### src/hdl/vdps_pkg.sv
// Shared constants and register indexes for the vertex distance block.
package vdps_pkg;

  localparam int unsigned NumVertices = 64;
  localparam int unsigned IdxW        = 6;
  localparam int unsigned CountW      = 7;
  localparam int unsigned CoordW      = 16;
  localparam int unsigned ScoreW      = 16;
  localparam int unsigned DistW       = 17;
  localparam int unsigned SqW         = 34;
  localparam int unsigned SumW        = 38;
  localparam int unsigned CfgIdxW     = 2;
  localparam int unsigned CfgDataW    = 16;
  localparam int unsigned CoordFrac   = 4;
  localparam int unsigned NumerW      = ScoreW + 16 + CoordFrac;
  localparam int unsigned TermW       = NumerW;

  localparam logic [1:0] ModeLoad   = 2'd0;
  localparam logic [1:0] ModeRow    = 2'd1;
  localparam logic [1:0] ModeScore  = 2'd2;
  localparam logic [1:0] ModeUnused = 2'd3;

  localparam logic [CfgIdxW-1:0] RegPointCount = 2'd0;
  localparam logic [CfgIdxW-1:0] RegHotelCount = 2'd1;
  localparam logic [CfgIdxW-1:0] RegPoiCount   = 2'd2;
  localparam logic [CfgIdxW-1:0] RegImportance = 2'd3;

  localparam logic [SqW-1:0]  OneSq  = SqW'(1) << (2 * CoordFrac);
  localparam logic [SumW-1:0] SumMax = '1;

endpackage

### src/hdl/vdps_div.sv
// Multicycle restoring divider, one quotient bit per cycle.
module vdps_div
  import vdps_pkg::*;
(
  input  logic              clk_i,
  input  logic              rst_ni,
  input  logic              start_i,
  input  logic [NumerW-1:0] numer_i,
  input  logic [DistW-1:0]  denom_i,
  output logic              done_o,
  output logic [NumerW-1:0] quot_o
);

  logic [NumerW-1:0] quot_q, quot_d;
  logic [DistW-1:0]  den_q, den_d;
  logic [DistW:0]    rem_q, rem_d;
  logic [DistW+1:0]  rem_sh;
  logic [5:0]        cnt_q, cnt_d;
  logic              busy_q, busy_d, done_q, done_d;

  always_comb begin
    quot_d = quot_q;
    den_d  = den_q;
    rem_d  = rem_q;
    cnt_d  = cnt_q;
    busy_d = busy_q;
    done_d = 1'b0;
    rem_sh = {rem_q, quot_q[NumerW-1]};
    if (start_i) begin
      quot_d = numer_i;
      den_d  = denom_i;
      rem_d  = '0;
      cnt_d  = 6'(NumerW);
      busy_d = 1'b1;
    end else if (busy_q) begin
      if (rem_sh >= {2'b00, den_q}) begin
        rem_d  = (DistW+1)'(rem_sh - {2'b00, den_q});
        quot_d = {quot_q[NumerW-2:0], 1'b1};
      end else begin
        rem_d  = (DistW+1)'(rem_sh);
        quot_d = {quot_q[NumerW-2:0], 1'b0};
      end
      cnt_d = cnt_q - 6'd1;
      if (cnt_q == 6'd1) begin
        busy_d = 1'b0;
        done_d = 1'b1;
      end
    end
  end

  always_ff @(posedge clk_i or negedge rst_ni) begin
    if (!rst_ni) begin
      busy_q <= 1'b0;
      done_q <= 1'b0;
      cnt_q  <= '0;
    end else begin
      busy_q <= busy_d;
      done_q <= done_d;
      cnt_q  <= cnt_d;
    end
  end

  always_ff @(posedge clk_i) begin
    quot_q <= quot_d;
    den_q  <= den_d;
    rem_q  <= rem_d;
  end

  assign done_o = done_q;
  assign quot_o = quot_q;

endmodule

### config.mk
export PLATFORM = sky130hd
export DESIGN_NAME = vdps_div
export DESIGN_NICKNAME = d
export VERILOG_FILES = /design/src/hdl/vdps_pkg.sv /design/src/hdl/vdps_div.sv
export SDC_FILE = /design/constraint.sdc
export NUM_CORES = 1
export LEC_CHECK = 0
export BUFFER_PORTS_ARGS = -buffer_cell sky130_fd_sc_hd__buf_2
export CORE_ASPECT_RATIO = 0.9
export CORE_MARGIN = 4
export CORE_UTILIZATION = 54
export DETAILED_ROUTE_END_ITERATION = 8
export HOLD_SLACK_MARGIN = 0.15
export PLACE_DENSITY_LB_ADDON = 0.05
export SLEW_MARGIN = 15
export SYNTH_ARGS = -nofsm -noshare
export SYNTH_HDL_FRONTEND = slang
export SYNTH_SLANG_ARGS = --single-unit
### constraint.sdc
create_clock -name clk_i -period 3 [get_ports clk_i]
set_input_delay 0.75 -clock clk_i [delete_from_list [all_inputs] [get_ports clk_i]]
set_output_delay 0.75 -clock clk_i [all_outputs]
set_load 0.01 [all_outputs]
# After elaboration in Yosys (flattened, before gate mapping)
# Cells that the tools add are included.
# word_totals
ff_bits	79
wordCells	23
out_inout_bits	37
in_bits	56
# op_classes
order_cmp	1
eq_ne	1
addsub	2
n_mux	12
n_reduce_logical	1
# ops
op	count
$mux 36	2
$ge 19x17->1	1
$mux 18	1
$sub 18x17->18	1
$mux 6	2
$mux 1	7
$eq 6x1->1 const B	1
$sub 6x1->6 const B	1
$reduce_bool 2->1	1

# Depth between registers and ports, before layout
# depth
word_depth	4
depth_mapped	12
depth_no_buf	11

# Worst setup path after synthesis
# No wires, ideal clock.
# synth_path
path_type	reg2reg
startpoint	reg quot_q[35] (netlist: quot_o[35])
endpoint	reg rem_q[16]
setup_time_ns	0.116
path_stages_with_launch	12
path_slack_ns	0.433
required_time_ns	2.884
synth_period_minus_slack_ns	2.567
path_buffers	0
arrival_ns	2.452
path_cell_list	edfxtp_1 > inv_1 > ha_1 > inv_1 > fa_1 > a21o_1 > a221oi_1 > nor4_1 > nor2_1 > a31oi_1 > xnor2_1 > a31o_1
# synth_between
elab_chain_cells	2
elab_cells_between_ends	3
classes_between	add/sub: 1; order compare: 1; mux: 1
# synth_rtl
element	line	rtl
start: declaration	vdps_div.sv:14	logic [NumerW-1:0] quot_q, quot_d;
start signal: assignment	vdps_div.sv:64	quot_q <= quot_d;
$sub 18x17->18 / $ge 19x17->1 (equally long branches)	vdps_div.sv:37, vdps_div.sv:36	
$mux 18 (*)	vdps_div.sv:36	if (rem_sh >= {2'b00, den_q}) begin
end signal: assignment	vdps_div.sv:66	rem_q <= rem_d;
end: declaration	vdps_div.sv:16	logic [DistW:0] rem_q, rem_d;
# Mark *: on every way between the ends. The rest lies on a longest branch, timed or not.
# A chain may end at the register's enable or synchronous reset.

# Worst setup path after layout
# Same ends and word-level chain as after synthesis.

==> results.py <==
metrics = {
    "run_status": {
        "status": "completed",
    },
    "yosys": {
        "synth_edf_count": 53,
        "yosysWarnings": 0,
        "synth.cell_area_um2": 4070,
        "ys_types": 53,
        "synthesis.nets": 419,
        "syn_avg_cell_area_um2": 11.9,
        "post-synth-top-count-cell": "edfxtp_1",
        "seq_area_frac_synth_pct": 52.9,
        "synth_top_area_share_pct": 39.1,
        "syn_inst": 343,
        "async_reset_ff_share_pct": 10.1,
        "synthTopCellsByArea": "edfxtp_1, dfxtp_1, mux2_1",
        "ys_top_cells_by_count": "edfxtp_1, inv_1, mux2_1, nor2_1, ha_1",
        "ys_ff_latch": 79,
        "yosys_most_used_dff": "edfxtp_1",
        "synth_top_cell_by_area": "edfxtp_1",
    },
    "power_and_ir_drop": {
        "p_sw_mw": 1.33,
        "clkPwrFrac_pct": 22.1,
        "power_density_nw_per_um2": 811,
        "p_comb_share_pct": 39.5,
        "peakVddDrop_uv": 514,
        "p_leak_nw": 2.09,
        "netSwitchingFraction_pct": 33.8,
        "seqPwrFrac_pct": 38.4,
        "p_int_mw": 2.61,
    },
    "clocking": {
        "cts_setup_buffers": 0,
        "ctsResizeCount": 0,
        "tritoncts": "built",
        "cts.sinks": 79,
        "cts-buffers-inserted": 9,
        "htreeDepth": 3,
        "root_buffer": "clkbuf_8",
        "hold_buffers": 0,
        "worstSkewPairLatency_ns": 0.35,
        "clkTransAtPathRegs_ns": 0.08,
        "cts_buffer_depth": 2,
    },
    "setup_path": {
        "slowest_delay_ns": 0.41,
        "worstPathMaxFanout": 4,
        "path_cells": "inv_1 > ha_1 > inv_1 > fa_1 > a21o_1 > a221oi_1 > buf_4 > nor4_1 > nor2_1 > a31oi_1 > xnor2_1 > a31o_1",
        "critPathKind": "flip-flop to flip-flop",
        "cp_data_arrival_time_ns": 2.83,
        "crit_slowest_cell": "edfxtp_1",
        "startpoint_type": "flip-flop",
        "path_common_cell": "inv_1",
        "crit_required_ns": 3.25,
        "cp-end-kind": "flip-flop",
    },
    "detailed_routing": {
        "wire_per_inst_um": 15.4,
        "first_pass_iters": 4,
        "drc": 0,
        "routed_wl_um": 8260,
        "ant_nets": 0,
        "routed_via_density": 5.41,
        "vias": 2904,
        "drtIter0Drc": 100,
    },
    "timing": {
        "worst_pin_slew_ns": 0.548,
        "hold_viol": 0,
        "fin_crit_sh_pct": 86.0,
        "max_freq_mhz": 388,
        "drv_slew": 0,
        "fin_crit_ns": 2.58,
        "setup_viol": 0,
        "hold_ws_ns": 0.226,
        "fin_tns_setup_ns": 0,
        "fin_skew_ns": 0.00740,
        "rsz0062_at_grt": "false",
        "relSlewSlack_pct": 62.9,
    },
    "layout": {
        "multi_input_area_um2": 1740,
        "nNetsFinal": 515,
        "register_area_um2": 2150,
        "fill_cells": 559,
        "diodes": 0,
        "area_growth_pct": 19.4,
        "drive_gt1_share_pct": 29.3,
    },
    "placed_design": {
        "place_congestion": 0.865,
        "portBuffers": 92,
        "dp_hpwl_um": 6170,
    },
    "die": {
        "die_area_um2": 8990,
        "core_area_um2": 7180,
        "row_count": 29,
        "boundaryPins": 93,
        "dieHeight_um": 90.3,
        "dieWidth_um": 99.5,
        "start_util_pct": 56.6,
    },
    "grt": {
        "grt_usage_pct": 19.8,
        "antenna_found_initial": 0,
        "grt_overflow": 0,
        "grt_pass1_wl_um": 14100,
        "grt_pass1_vias": 2941,
        "grt_max_degree": 37,
    },
    "job": {
        "maxCapViolations": 0,
    },
    "worst_hold_path": {
        "hold_class": "input pin to asynchronous set/reset pin",
    },
}
==> power by group through the flow <==
stage / registers (mW) / logic, mW / clock network [mW]
global route: 1.54 / 1.74 / 0.953
detailed placement: 1.53 / 1.55 / 0
CTS: 1.51 / 1.56 / 0.898
floorplan: 1.53 / 1.24 / 0
global placement: 1.53 / 1.54 / 0
finish: 1.51 / 1.55 / 0.872
==> area by class of cell <==
class,count,share of cell area [%]
clock buffers,11,2.91
clock inverters,5,1.65
inverters,24,1.86
multi-input cells,225,35.9
flip-flops and latches,79,44.3
well taps,93,2.40
repair buffers,100,11.0
==> final timing paths <==
kind                             from         to  slack, ns  cells after the start
min in group clk_i          rem_q[17]  rem_q[17]       0.48                      2
max in group asynchronous      rst_ni   cnt_q[2]       2.61                      1
min                            rst_ni   cnt_q[0]       0.23                      1
max                        quot_o[35]  rem_q[16]       0.42                     12
max reg2reg                quot_o[35]  rem_q[16]       0.42                     12
min reg2reg                 rem_q[17]  rem_q[17]       0.48                      2
==> cell usage in the layout, fill, tap and decap left out, types with 7 or more instances in the layout <==
cell type / count
xnor2_1: 13
a211oi_1: 12
buf_2: 92
nand2b_1: 7
nand2_1: 17
mux2_2: 13
dfxtp_1: 18
buf_4: 7
clkbuf_8: 10
mux2i_1: 10
o21ai_0: 9
a21oi_1: 17
ha_1: 19
dfrtp_1: 8
inv_1: 24
edfxtp_1: 53
nor2_1: 23
mux2_1: 23
==> cell families (layout without fill, tap and decap cells) <==
family / count (synthesis) / count (layout) / synth area share [%]
xor+xnor: 18 / 18 / 3.88
mux: 46 / 46 / 12.4
simple gates: 71 / 71 / 8.52
buf+inv: 39 / 140 / 4.24
fa+ha+maj: 20 / 20 / 6.34
flops: 79 / 79 / 52.9
compound gates: 70 / 70 / 11.7
==> flip-flops by register name, summed over array words and instances (netlist names) <==
name / count
busy_q: 1
cnt_q: 6
den_q: 17
done_o: 1
rem_q: 18
quot_o: 36
==> stage by stage <==
step	setup slack (ns)	total power [mW]	utilization [%]	area (µm²)	std cells
floorplan	0.433	2.77	-	4070	343
global route	0.221	4.23	67.6	4860	537
detailed placement	0.459	3.09	64.5	4630	521
finish	0.420	3.94	67.6	4860	537
CTS	0.443	3.97	67.6	4860	537
global placement	0.470	3.07	64.5	4630	521
==> worst max-delay path, delay by kind of cell, from the launching register on <==
kind                     cells  cell delay [ns]
adder cells (fa/ha/maj)      2             0.57
buffers and inverters        3             0.31
flip-flops                   1             0.41
AO/OA/AOI/OAI                4             0.78
XOR/XNOR                     1             0.15
AND/OR/NAND/NOR              2             0.25
==> routing by layer <==
layer  part of all wire (%)  up-vias  global-route usage [%]
li1                       -     1459                       -
met1                     43     1375                    25.1
met2                     50       64                    32.0
met3                    6.6        6                    7.03
met4                   0.87        0                    5.57
met5                      0        -                       0
Power figures use the tool's default switching activity.
