[config.mk]
export PLATFORM = sky130hd
export DESIGN_NAME = vdps_isqrt
export DESIGN_NICKNAME = d
export VERILOG_FILES = /design/src/hdl/vdps_pkg.sv /design/src/hdl/vdps_isqrt.sv
export SDC_FILE = /design/constraint.sdc
export NUM_CORES = 1
export LEC_CHECK = 0
export BUFFER_PORTS_ARGS = -buffer_cell sky130_fd_sc_hd__buf_4
export CAP_MARGIN = 40
export CORE_MARGIN = 4
export CORE_UTILIZATION = 45
export CTS_BUF_LIST = sky130_fd_sc_hd__clkbuf_8
export DETAILED_ROUTE_END_ITERATION = 8
export PLACE_DENSITY_LB_ADDON = 0.08
export SLEW_MARGIN = 0
export SYNTH_ARGS = -nofsm -noshare
export SYNTH_HDL_FRONTEND = slang
export SYNTH_SLANG_ARGS = --single-unit
[constraint.sdc]
create_clock -name clk_i -period 4.86 [get_ports clk_i]
set_input_delay 0.486 -clock clk_i [delete_from_list [all_inputs] [get_ports clk_i]]
set_output_delay 0.486 -clock clk_i [all_outputs]
set_load 0.01 [all_outputs]
[src/hdl/vdps_pkg.sv]
// Shared constants and register indexes for the vertex distance block.
package vdps_pkg;

  localparam int unsigned NumVertices = 64;
  localparam int unsigned IdxW        = 6;
  localparam int unsigned CountW      = 7;
  localparam int unsigned CoordW      = 16;
  localparam int unsigned ScoreW      = 16;
  localparam int unsigned DistW       = 17;
  localparam int unsigned SqW         = 34;
  localparam int unsigned SumW        = 38;
  localparam int unsigned CfgIdxW     = 2;
  localparam int unsigned CfgDataW    = 16;
  localparam int unsigned CoordFrac   = 4;
  localparam int unsigned NumerW      = ScoreW + 16 + CoordFrac;
  localparam int unsigned TermW       = NumerW;

  localparam logic [1:0] ModeLoad   = 2'd0;
  localparam logic [1:0] ModeRow    = 2'd1;
  localparam logic [1:0] ModeScore  = 2'd2;
  localparam logic [1:0] ModeUnused = 2'd3;

  localparam logic [CfgIdxW-1:0] RegPointCount = 2'd0;
  localparam logic [CfgIdxW-1:0] RegHotelCount = 2'd1;
  localparam logic [CfgIdxW-1:0] RegPoiCount   = 2'd2;
  localparam logic [CfgIdxW-1:0] RegImportance = 2'd3;

  localparam logic [SqW-1:0]  OneSq  = SqW'(1) << (2 * CoordFrac);
  localparam logic [SumW-1:0] SumMax = '1;

endpackage

[src/hdl/vdps_isqrt.sv]
// Multicycle floor square root, one result bit per cycle.
module vdps_isqrt
  import vdps_pkg::*;
(
  input  logic             clk_i,
  input  logic             rst_ni,
  input  logic             start_i,
  input  logic [SqW-1:0]   radicand_i,
  output logic             done_o,
  output logic [DistW-1:0] root_o
);

  localparam int unsigned Steps = SqW / 2;

  logic [SqW-1:0]   rem_q, rem_d;
  logic [DistW-1:0] root_q, root_d;
  logic [SqW-1:0]   rad_q, rad_d;
  logic [4:0]       cnt_q, cnt_d;
  logic             busy_q, busy_d, done_q, done_d;
  logic [SqW+1:0]   trial;
  logic [SqW+1:0]   rem_sh;

  always_comb begin
    rem_d  = rem_q;
    root_d = root_q;
    rad_d  = rad_q;
    cnt_d  = cnt_q;
    busy_d = busy_q;
    done_d = 1'b0;
    rem_sh = {rem_q, rad_q[SqW-1 -: 2]};
    trial  = {(SqW+2-DistW-2)'(0), root_q, 2'b01};
    if (start_i) begin
      rem_d  = '0;
      root_d = '0;
      rad_d  = radicand_i;
      cnt_d  = 5'(Steps);
      busy_d = 1'b1;
    end else if (busy_q) begin
      rad_d = rad_q << 2;
      if (rem_sh >= trial) begin
        rem_d  = SqW'(rem_sh - trial);
        root_d = {root_q[DistW-2:0], 1'b1};
      end else begin
        rem_d  = SqW'(rem_sh);
        root_d = {root_q[DistW-2:0], 1'b0};
      end
      cnt_d = cnt_q - 5'd1;
      if (cnt_q == 5'd1) begin
        busy_d = 1'b0;
        done_d = 1'b1;
      end
    end
  end

  always_ff @(posedge clk_i or negedge rst_ni) begin
    if (!rst_ni) begin
      busy_q <= 1'b0;
      done_q <= 1'b0;
      cnt_q  <= '0;
    end else begin
      busy_q <= busy_d;
      done_q <= done_d;
      cnt_q  <= cnt_d;
    end
  end

  always_ff @(posedge clk_i) begin
    rem_q  <= rem_d;
    root_q <= root_d;
    rad_q  <= rad_d;
  end

  assign done_o = done_q;
  assign root_o = root_q;

endmodule

After elaboration in Yosys (flattened, before gate mapping)
Index checks and enable logic that the tools add are counted.
- memories: 0
- bits in read-only memories: 0
- output and inout bits: 18
- RAM bits: 0
- register bits: 92
- bits in latches: 0
- equality and inequality tests: 1
- reductions and logical operators: 1
- order comparisons: 1
- bitwise gates (word level): 0
- shift-type cells: 0
- $add $sub $neg: 2
- $mul: 0
- divide/modulo/power cells: 0
- muxes and demuxes: 12
- operator list (operator ; count):
    34-bit 2-to-1 mux ; 3
    36-bit by 19-bit greater-or-equal comparator with 1-bit output ; 1
    34-bit by 19-bit subtractor with 34-bit output ; 1
    5-bit 2-to-1 mux ; 2
    1-bit 2-to-1 mux ; 7
    5-bit by 1-bit equality test with 1-bit output (second input constant) ; 1
    5-bit by 1-bit subtractor with 5-bit output (second input constant) ; 1
    2-bit nonzero test ; 1

Depth between registers and ports, before layout
- word-level depth: 4
- gate-level depth with buffers: 11
- mapped depth without buffers: 9

Least setup slack after synthesis
No wires, ideal clock.
- path type: reg2reg
- start: register root_q[0], in the netlist root_o[0]
- end: register rem_q[19]
- stages on the path, launching flop included: 11
- path buffers: 1
- path slack: 2140 ps
- library setup time: 88 ps
- period minus slack after synthesis: 2720 ps
- arrival time: 2632 ps
- data required time: 4772 ps
- cells stage by stage: dfxtp_1 inv_1 ha_1 nand2b_1 a211o_1 a211o_1 a211oi_2 buf_4 nor2_2 or4_1 a311oi_2
- word-level cells in the longest chain between the ends: 2
- RTL lines (element ; RTL line ; text):
    from (decl) ; vdps_isqrt.sv:16 ; logic [DistW-1:0] root_q, root_d;
    from (signal assigned) ; vdps_isqrt.sv:69 ; root_q <= root_d;
    34-bit by 19-bit subtractor with 34-bit output or 36-bit by 19-bit greater-or-equal comparator with 1-bit output (tied branches) ; vdps_isqrt.sv:41, vdps_isqrt.sv:40 ;
    34-bit 2-to-1 mux * ; vdps_isqrt.sv:40 ; if (rem_sh >= trial) begin
    to (signal assigned) ; vdps_isqrt.sv:68 ; rem_q <= rem_d;
    to (decl) ; vdps_isqrt.sv:15 ; logic [SqW-1:0] rem_q, rem_d;
Every way passes the cells marked *; elsewhere a longest branch is shown, timed or not.
A chain may end at the register's enable or synchronous reset.

Final worst setup path
- start: register root_q[0], in the netlist root_o[0]
- end: register rem_q[27]
The elaborated chain is that of the path after synthesis.

==> summary.txt <==
Timing
  • Hold Vio Cnt, Final: 0
  • Setup ws final: 1250 ps
  • Final clock skew: 12.3 ps
  • Max Freq: 0.277 GHz
  • Final Max Tran Viols: 0
  • Final worst-path cycle share: 0.742
  • Slew @ Worst Pin: 953 ps
  • RSZ-0062 raised after global routing: no
  • Hold Slack: a little under 400 ps
  • Minimum clock period after layout: 3610 ps
  • Setup Viol. Count Final: 0
  • Slew headroom: 0.364
  • Setup tns final: 0 ps

Yosys
  • Post-synthesis cell count: 535
  • Mapped cell area: 5200 um^2
  • Synthesis Warnings: 0
  • Syn_area_per_cell: ~9.7 um^2
  • Ys flop type: dfxtp_1
  • Post-synthesis register bit count: 92
  • Number of enable flip-flop cells after synthesis: 34
  • Synth unique cells: 61
  • Net Count, Synth: 593
  • Post-synthesis sequential area ratio: 0.426
  • FFs w/ async S/R, synth: 0.0761

Critical path
  • Crit-path max FO: 17
  • WP data required: 5140 ps
  • Buf/Inv on CP: 1
  • WP depth: 9
  • Worst path slowest cell: a211oi_2
  • Crit path top cell by count: a211o_1
  • Worst path max stage delay: 680 ps
  • WP data arrival: 3890 ps
  • Worst path cell trace: inv_1 > ha_1 > nand2b_1 > a211o_1 > a211o_1 > a211oi_2 > o211ai_2 > or4_1 > a311oi_1
  • Crit end category: flop
  • CP delay by family, top: compound AO/OA/AOI/OAI gates
  • Reg2reg path depth: 9
  • Setup crit start kind: flop
  • WS Path Type: reg -> reg

Finish
  • Area growth syn-to-layout: 12.8%
  • Most common cell after layout, fill and taps aside: nor2_1
  • Ant. Diodes: 0
  • Nets@finish: around 630
  • Most frequent cells in the layout: nor2_1, buf_4, dfxtp_1
  • Ratio of cells with drive above 1 in the final layout: 0.201

Hold path
  • Hold Path Stages: 2
  • Tightest Hold Check Type: in -> reg

Floorplanning
  • Die X: 116 um
  • Core area: between 10000 and 15000 um^2
  • Die area: 13300 um^2
  • Starting Density: 0.470
  • I/O pins: 55
  • Die height: 116 um
  • Row count: 38

Place
  • Final HPWL from detailed placement: 8.30 mm
  • I/O Buffers: 54
  • Setup WS pre-CTS: 1300 ps
  • Routability cong.: about 0.83

CTS
  • TritonCTS buffer count: 9
  • Post-CTS Setup Repair Bufs: 0
  • Clk Latency, worst-skew pair: 380 ps
  • Clk slew on worst S/H paths: 100 ps
  • Htree depth: 3
  • Max clock buf depth: 2
  • Clk sinks: 92
  • Cts repair resizes: 0
  • TritonCTS clock tree: done
  • CTS Hold Bufs: 1
  • Root Buffer: clkbuf_8

Power
  • Worst VDD drop: 0.310 mV
  • Power, Total: ~3600 uW
  • Power per cell area: about 600 nW/um^2
  • Leakage Power: 0.00247 uW

Run status
  • Run status: finished clean

Global route
  • GR Overflow Total: 0
  • Gr usage total: 0.190
  • Pin count of the biggest net entering global routing: approximately 70
  • Initial antenna violation count: 0
  • Vias in the first global route: 4090
  • Wire length of the first global-routing pass: a little over 20 mm

Route
  • Routed Antenna Nets: 0
  • Final WL: about 12 mm
  • DR vias: 4014
  • # DRC: 0
  • Vias per Instance: 5.57
  • Initial DRC Count: 414
  • Per-cell routed wire length: 16.4 um
  • TritonRoute pass-1 iters: 4

Job
  • # Max-Cap Violations: 0
-- per-stage QoR --
stage | std cells | util | cell area (um^2)
4_1_cts | 721 | 0.530 | 5870
6_report | 721 | 0.530 | 5870
2_1_floorplan | 535 | - | 5200
5_1_grt | 721 | 0.530 | 5870
3_5_place_dp | 704 | 0.513 | 5680
3_3_place_gp | 704 | 0.513 | 5680
-- report_power, final --
group	internal, uW	leakage (uW)	switching (uW)
clock	190	0.0000941	295
sequential	1030	0.000864	181
combinational	813	0.00151	1050
total	2030	0.00247	1530
-- cell usage after synthesis, types with 3 or more instances --
master / n / share of area
nand3_1: 9 / 0.0087
nor4_1: 10 / 0.012
o31a_1: 3 / 0.0051
o21a_1: 6 / 0.0087
and2_1: 5 / 0.0060
o31ai_1: 7 / 0.010
mux2_2: 32 / 0.069
buf_1: 6 / 0.0043
inv_1: 28 / 0.020
edfxtp_1: 34 / 0.20
a211o_1: 4 / 0.0067
or3_1: 8 / 0.0096
buf_2: 3 / 0.0029
ha_1: 21 / 0.051
nor4_2: 3 / 0.0072
nand2_1: 27 / 0.019
a211oi_1: 16 / 0.023
nor2_1: 66 / 0.048
dfxtp_1: 51 / 0.20
o21ai_0: 15 / 0.014
a21o_1: 6 / 0.0087
nor3_1: 12 / 0.012
nand4_1: 3 / 0.0036
nand2b_1: 8 / 0.0096
clkbuf_1: 16 / 0.012
dfrtp_1: 7 / 0.034
and3_1: 3 / 0.0036
a21oi_1: 23 / 0.022
a311oi_1: 12 / 0.020
xnor2_1: 12 / 0.020
mux2i_1: 25 / 0.048
nor3b_1: 3 / 0.0043
xor2_1: 5 / 0.0084
o211ai_1: 5 / 0.0072
or4_1: 7 / 0.010
-- worst reg2reg max path, cell delays in order (launching register included) --
cell      delay (ps)
dfxtp_1          400
inv_1             70
ha_1             370
nand2b_1         100
a211o_1          290
a211o_1          340
a211oi_2         680
o211ai_2         420
or4_1            600
a311oi_1         240
-- routing by layer --
layer	vias up	global-route usage	wire, um
met3	8	0.0611	627
met1	1880	0.266	5930
met5	-	0	0
met2	76	0.283	5150
li1	2050	-	-
met4	0	0.0493	121
-- path summary, 6_finish.rpt --
check	startpoint	end	slack, ps
min	radicand_i[0]	rad_q[0]	390
max reg2reg	root_o[0]	rem_q[27]	1250
max	root_o[0]	rem_q[27]	1250
min reg2reg	rem_q[0]	rem_q[0]	500
min in group asynchronous	rst_ni	cnt_q[0]	440
max in group asynchronous	rst_ni	busy_q	4290
-- flip-flops by register name, indices dropped and copies added (netlist names) --
name	count
rad_q	34
rem_q	34
root_o	17
cnt_q	5
busy_q	1
done_o	1
-- layout make-up --
type,instances,area (um^2)
Clock buffer,9,124
Clock inverter,7,53.8
Fill cell,1057,5210
Inverter,28,105
Multi-Input combinational cell,388,2760
Sequential cell,92,2220
Tap cell,140,175
Timing Repair Buffer,57,430
-- logic make-up after synthesis --
family	after synthesis	share of synthesized area
buffers and inverters	55	0.0426
AO/OA/AOI/OAI	113	0.154
XOR/XNOR	17	0.0286
adder cells (fa/ha/maj)	21	0.0505
multiplexers	57	0.117
AND/OR/NAND/NOR	180	0.181
flip-flops	92	0.426
(Power assumes the default switching activity.)
